===== src/design/ese_pkg.sv =====
// Shared constants and types of the exchange sort engine.
`timescale 1ns / 1ps

package ese_pkg;

  // Element width and default chain length
  localparam int VALUE_W       = 32;
  localparam int MAX_ITEMS_DEF = 64;

  // Per-cycle command broadcast along the cell chain
  typedef struct packed {
    logic insert;  // place the incoming word in order
    logic shift;   // move every cell one place towards the head
  } cell_ctrl_t;

endpackage


===== src/design/ese_cell.sv =====
// One cell of the sorting chain: holds a single element and its occupancy bit.
`timescale 1ns / 1ps

module ese_cell (
  input  logic                                clk,
  input  logic                                rst_n,
  input  ese_pkg::cell_ctrl_t                 ctrl,
  input  logic signed [ese_pkg::VALUE_W-1:0]  new_value,
  input  logic signed [ese_pkg::VALUE_W-1:0]  left_value,
  input  logic                                left_valid,
  input  logic                                left_take,
  input  logic signed [ese_pkg::VALUE_W-1:0]  right_value,
  input  logic                                right_valid,
  output logic signed [ese_pkg::VALUE_W-1:0]  value,
  output logic                                valid,
  output logic                                take
);
  import ese_pkg::*;

  logic signed [VALUE_W-1:0] value_r, value_nxt;
  logic                      valid_r, valid_nxt;

  // An empty cell or one holding a larger element gives way to the new word
  assign take = !valid_r || (new_value < value_r);

  // Insert: take the left neighbour's element if it also gives way, else the new word.
  // Shift: take the right neighbour's element.
  always_comb begin
    value_nxt = value_r;
    valid_nxt = valid_r;
    if (ctrl.shift) begin
      value_nxt = right_value;
      valid_nxt = right_valid;
    end else if (ctrl.insert && take) begin
      if (left_take) begin
        value_nxt = left_value;
        valid_nxt = left_valid;
      end else begin
        value_nxt = new_value;
        valid_nxt = 1'b1;
      end
    end
  end

  always_ff @(posedge clk) begin
    if (!rst_n) begin
      valid_r <= 1'b0;
    end else begin
      valid_r <= valid_nxt;
    end
  end

  always_ff @(posedge clk) begin
    value_r <= value_nxt;
  end

  assign value = value_r;
  assign valid = valid_r;

endmodule


===== config.mk =====
export PLATFORM = sky130hd
export DESIGN_NAME = ese_cell
export DESIGN_NICKNAME = d
export VERILOG_FILES = /design/src/design/ese_pkg.sv /design/src/design/ese_cell.sv
export SDC_FILE = /design/constraint.sdc
export NUM_CORES = 1
export LEC_CHECK = 0
export ABC_CLOCK_PERIOD_IN_PS = 7500
export BUFFER_PORTS_ARGS = -buffer_cell sky130_fd_sc_hd__buf_4
export CELL_PAD_IN_SITES_DETAIL_PLACEMENT = 0
export CELL_PAD_IN_SITES_GLOBAL_PLACEMENT = 1
export CORE_MARGIN = 3
export CORE_UTILIZATION = 33
export CTS_CLUSTER_DIAMETER = 120
export CTS_CLUSTER_SIZE = 40
export DETAILED_ROUTE_END_ITERATION = 7
export PLACE_DENSITY = 0.8
export SLEW_MARGIN = 30
export SYNTH_ARGS = -nofsm -noshare
export SYNTH_HDL_FRONTEND = slang
export SYNTH_SLANG_ARGS = --single-unit

===== constraint.sdc =====
create_clock -name clk -period 7.5 [get_ports clk]
set_clock_uncertainty 0.15 [all_clocks]
set_input_delay 2.25 -clock clk [delete_from_list [all_inputs] [get_ports clk]]
set_output_delay 2.25 -clock clk [all_outputs]
set_load 0.03 [all_outputs]

# [Word-level counts from Yosys, hierarchy flattened]
# Cells that the tools add are included.
[op_classes] magnitude_cmp=1 muxes=6 n_reduce_logical=4
[ops] op="$mux W32" n=3
[ops] op="$lt A32 B32 Y1" n=1
[ops] op="$mux W1" n=3
[ops] op="$reduce_bool A2 Y1" n=1
[ops] op="$logic_and A1 B1 Y1" n=1
[ops] op="$logic_not A1 Y1" n=1
[ops] op="$logic_or A1 B1 Y1" n=1
[word_totals] reg_bits=33 inputBits=103 output_inout_bits=34 elab_cells=13

# [Depth between registers and ports, before layout]
[logic_depth] depth_word=5 depth_mapped=8

# [Worst setup path after synthesis]
# Ideal clock, no wire load.
[synth_path] path_type="input -> register" start="input port new_value[7] (netlist name)" end="register value_r[0] (netlist: value[0]) (enable)" setup_ns=0.480 t_arrival_ns=5.910 required_time_ns=6.870 setup_slack_ns=0.960 cell_stages=7 n_path_buf=0 cell_sequence="ha_1 -> and3_1 -> a221oi_1 -> o31ai_1 -> a22oi_2 -> o22ai_1 -> a311oi_1"
[synth_via] elab_chain_len=4
[synth_rtl] element="start, declared" line_no="ese_cell.sv:8" rtl="input logic signed [ese_pkg::VALUE_W-1:0] new_value,"
[synth_rtl] element="$lt A32 B32 Y1" line_no="ese_cell.sv:24" rtl="assign take = !valid_r || (new_value < value_r);"
[synth_rtl] element="$logic_or A1 B1 Y1" line_no="ese_cell.sv:24"
[synth_rtl] element="$logic_and A1 B1 Y1" line_no="ese_cell.sv:34" rtl="end else if (ctrl.insert && take) begin"
[synth_rtl] element="$reduce_bool A2 Y1 (no line)"
[synth_rtl] element="end signal, assigned" line_no="ese_cell.sv:54" rtl="value_r <= value_nxt;"
[synth_rtl] element="end, declared" line_no="ese_cell.sv:20" rtl="logic signed [VALUE_W-1:0] value_r, value_nxt;"
# No other way between the ends.
# A chain may end at the register's enable or synchronous reset.

# [Worst setup path after layout]
[layout_path] start="input port new_value[7] (netlist name)" end="output port take"
[layout_via] elab_chain_len=2
[layout_rtl] element="$lt A32 B32 Y1" line_no="ese_cell.sv:24"
[layout_rtl] element="$logic_or A1 B1 Y1" line_no="ese_cell.sv:24"
[layout_rtl] element="end, declared" line_no="ese_cell.sv:16" rtl="output logic take"
# No other way between the ends.

==> metrics.cfg <==
[status]
status=complete, no violations

[grt]
grt_pass1_wl_um=11030
grt_antenna_before_repair=0
grtUsageTotal_pct=15.68
grt_overflow_total=0
grt_max_degree=68
grt_pass1_vias=2386

[route]
drc=0
wl_per_cell_um=14.33
dr.pass1.iters=4
vias=2355
drt-initial-drc-count=59
ant_nets=0
routed_wl_um=7192
vias_per_cell=4.691

[die]
dieWidth_um=94.27
core-area_mm2=0.007408
rows=31
start_util_pct=34.71
die-area_mm2=0.008887
io_pins=137
die_y_um=94.27

[worst_setup_path]
cp-start-kind=input pin
rr_endpoint=value[16]
crit_end=take
ff2ff_path_depth=9
critPathTopFamily=compound AO/OA/AOI/OAI gates
worst_ep_arrival_time_ns=4.09
crit_required_ns=5.10
end_kind=output port
crit_type=in -> out
cp.depth=9
crit_chain=buf_4 -> ha_1 -> and3_1 -> a221oi_1 -> o31ai_1 -> a22oi_2 -> nor2b_4 -> mux2i_1 -> buf_4
timing.rr.start=value[7]
slowest_stage=a221oi_1
path_max_fanout=3
r2r_slack_ns=4.12
worstSetupStartpoint=new_value[7]
worst_path_largest_cell_delay_ns=0.32
cp_common_cell=buf_4
worst-path-buf-inv=2

[synthesis]
netlist.top_cell.by_area=edfxtp_1
synthTopCellsByCount=nand2_1 (43), o21ai_0 (35), mux2i_1 (33)
synth-async-reset-ratio_pct=0
syn_nets=403
yosysSeqAreaShare_pct=38.15
synth_edf_count=32
syn_inst=269
synth.distinct_cells=38
synth_most_common_cell=nand2_1
synthFlopType=edfxtp_1
synth_area_per_cell_um2=9.558
synthTopCellsByArea=edfxtp_1 (37%), ha_1 (15%), mux2i_1 (13%)
ys.warnings.count=0
mappedNetlistArea_mm2=0.002571
synth_seq_cells=33
synth_top_area_share_pct=37.37

[placement]
io_buffers=136
place_congestion=0.7329
place_area_mm2=0.003696
dp_cells=494
dp_slack_ns=0.9804
post-dp-hpwl_um=5841

[power_and_ir_drop]
comb_power_share_pct=40.9
vdd_drop_max_uv=63.50
clkPwrFrac_pct=20.1
switchingPower_mw=0.2226
p_sw_share_pct=35.14
p_seq_share_pct=38.9
power_density_mw_per_mm2=167.7
power.leakage_nw=1.885
p_int_mw=0.4109

[clock_tree]
cts_hold_buf=0
path_clk_slew_ns=0.07
clock-root-buffer=clkbuf_8
cts_tree=built
ctsLongestPathBuffers=2
cts_resized=0
htreeDepth=2
clkLatencyLatePin_ns=0.28
post_cts_buffers=0
cts.sinks=33
cts_inserted_buffers=5

[sta]
max_freq_ghz=0.1541
post-route-min-period_ns=6.490
finalHoldViolCount=0
relSlewSlack_pct=46.04
setup_viol=0
slew_violations=0
fin_tns_setup_ns=0
worst_pin_slew_ns=0.8094
worst_slack_ns=1.010
timing.final.crit_share_pct=86.54
rsz0062_at_grt=no

[layout]
nNetsFinal=536
drive_above_1_share_pct=37.22
fin_area_mm2=0.003777
instances_no_fill=502
antenna_cells=0
areaGrowthSynthToFinish_pct=46.91
fillerInstances=722
utilization_pct=50.99

[worst_hold_path]
holdPathStages=3
min_path_type=reg -> reg

[flow_run]
drv_cap=0

-- layout by cell type, fill, tap and decap left out, types with 5 or more instances in the layout --
cell type / count
o21ai_0: 35
inv_1: 32
edfxtp_1: 32
clkbuf_8: 5
mux2i_1: 33
nand2_1: 43
ha_1: 31
a21oi_1: 11
buf_4: 137
-- worst min path at each step --
stage                      from  endpoint
after floorplan           valid     valid
after global placement    valid     valid
after detailed placement  valid     valid
after CTS                 valid     valid
after global routing      valid     valid
final                     valid     valid
-- final cells by class --
cell class              count  area [µm²]  area share [%]
clock buffers               5       68.82           1.822
repair buffers            137        1028           27.23
multi-input cells         193        1443           38.19
clock inverters             3       12.51          0.3312
flip-flops and latches     33       980.9           25.97
inverters                  32       120.1           3.180
well taps                  99       123.9           3.279
-- sequential cells by signal (all words and copies together) (netlist names) --
signal  count
value      32
valid       1
-- per-layer routing --
metal	vias up	wire (µm)	track usage, %
li1	1226	-	-
met1	1052	3059	18.53
met2	73	3651	29.31
met3	4	433	2.804
met4	0	48	3.249
met5	-	0	0
-- logic make-up (layout without fill, tap and decap cells) --
kind of cell | after synthesis | in the layout | share of synthesized area (%)
AND/OR/NAND/NOR | 65 | 65 | 12.65
multiplexers | 33 | 33 | 12.85
AO/OA/AOI/OAI | 64 | 64 | 14.84
flip-flops | 33 | 33 | 38.15
buffers and inverters | 43 | 177 | 6.423
adder cells (fa/ha/maj) | 31 | 31 | 15.09
-- power by group through the flow --
| stage | clock network [mW] | logic (mW) | registers (mW) |
|---|---|---|---|
| final | 0.127 | 0.259 | 0.247 |
| after floorplan | 0 | 0.103 | 0.299 |
| after global routing | 0.141 | 0.286 | 0.250 |
| after CTS | 0.133 | 0.265 | 0.247 |
| after detailed placement | 0 | 0.263 | 0.251 |
| after global placement | 0 | 0.259 | 0.250 |
-- per-stage QoR --
stage / hold slack [ns] / power [mW]
6_report: 0.5430 / 0.6334
5_1_grt: 0.6306 / 0.6771
3_3_place_gp: 0.5431 / 0.5081
2_1_floorplan: 0.6341 / 0.4020
4_1_cts: 0.5478 / 0.6446
3_5_place_dp: 0.5389 / 0.5142
-- tightest hold or removal path, cell delays in order, from the launching register on --
cell	delay [ns]
dfxtp_1	0.34
and2_1	0.17
nand2_1	0.06
o211ai_1	0.07
No activity file was read; power rests on OpenSTA's default activity.
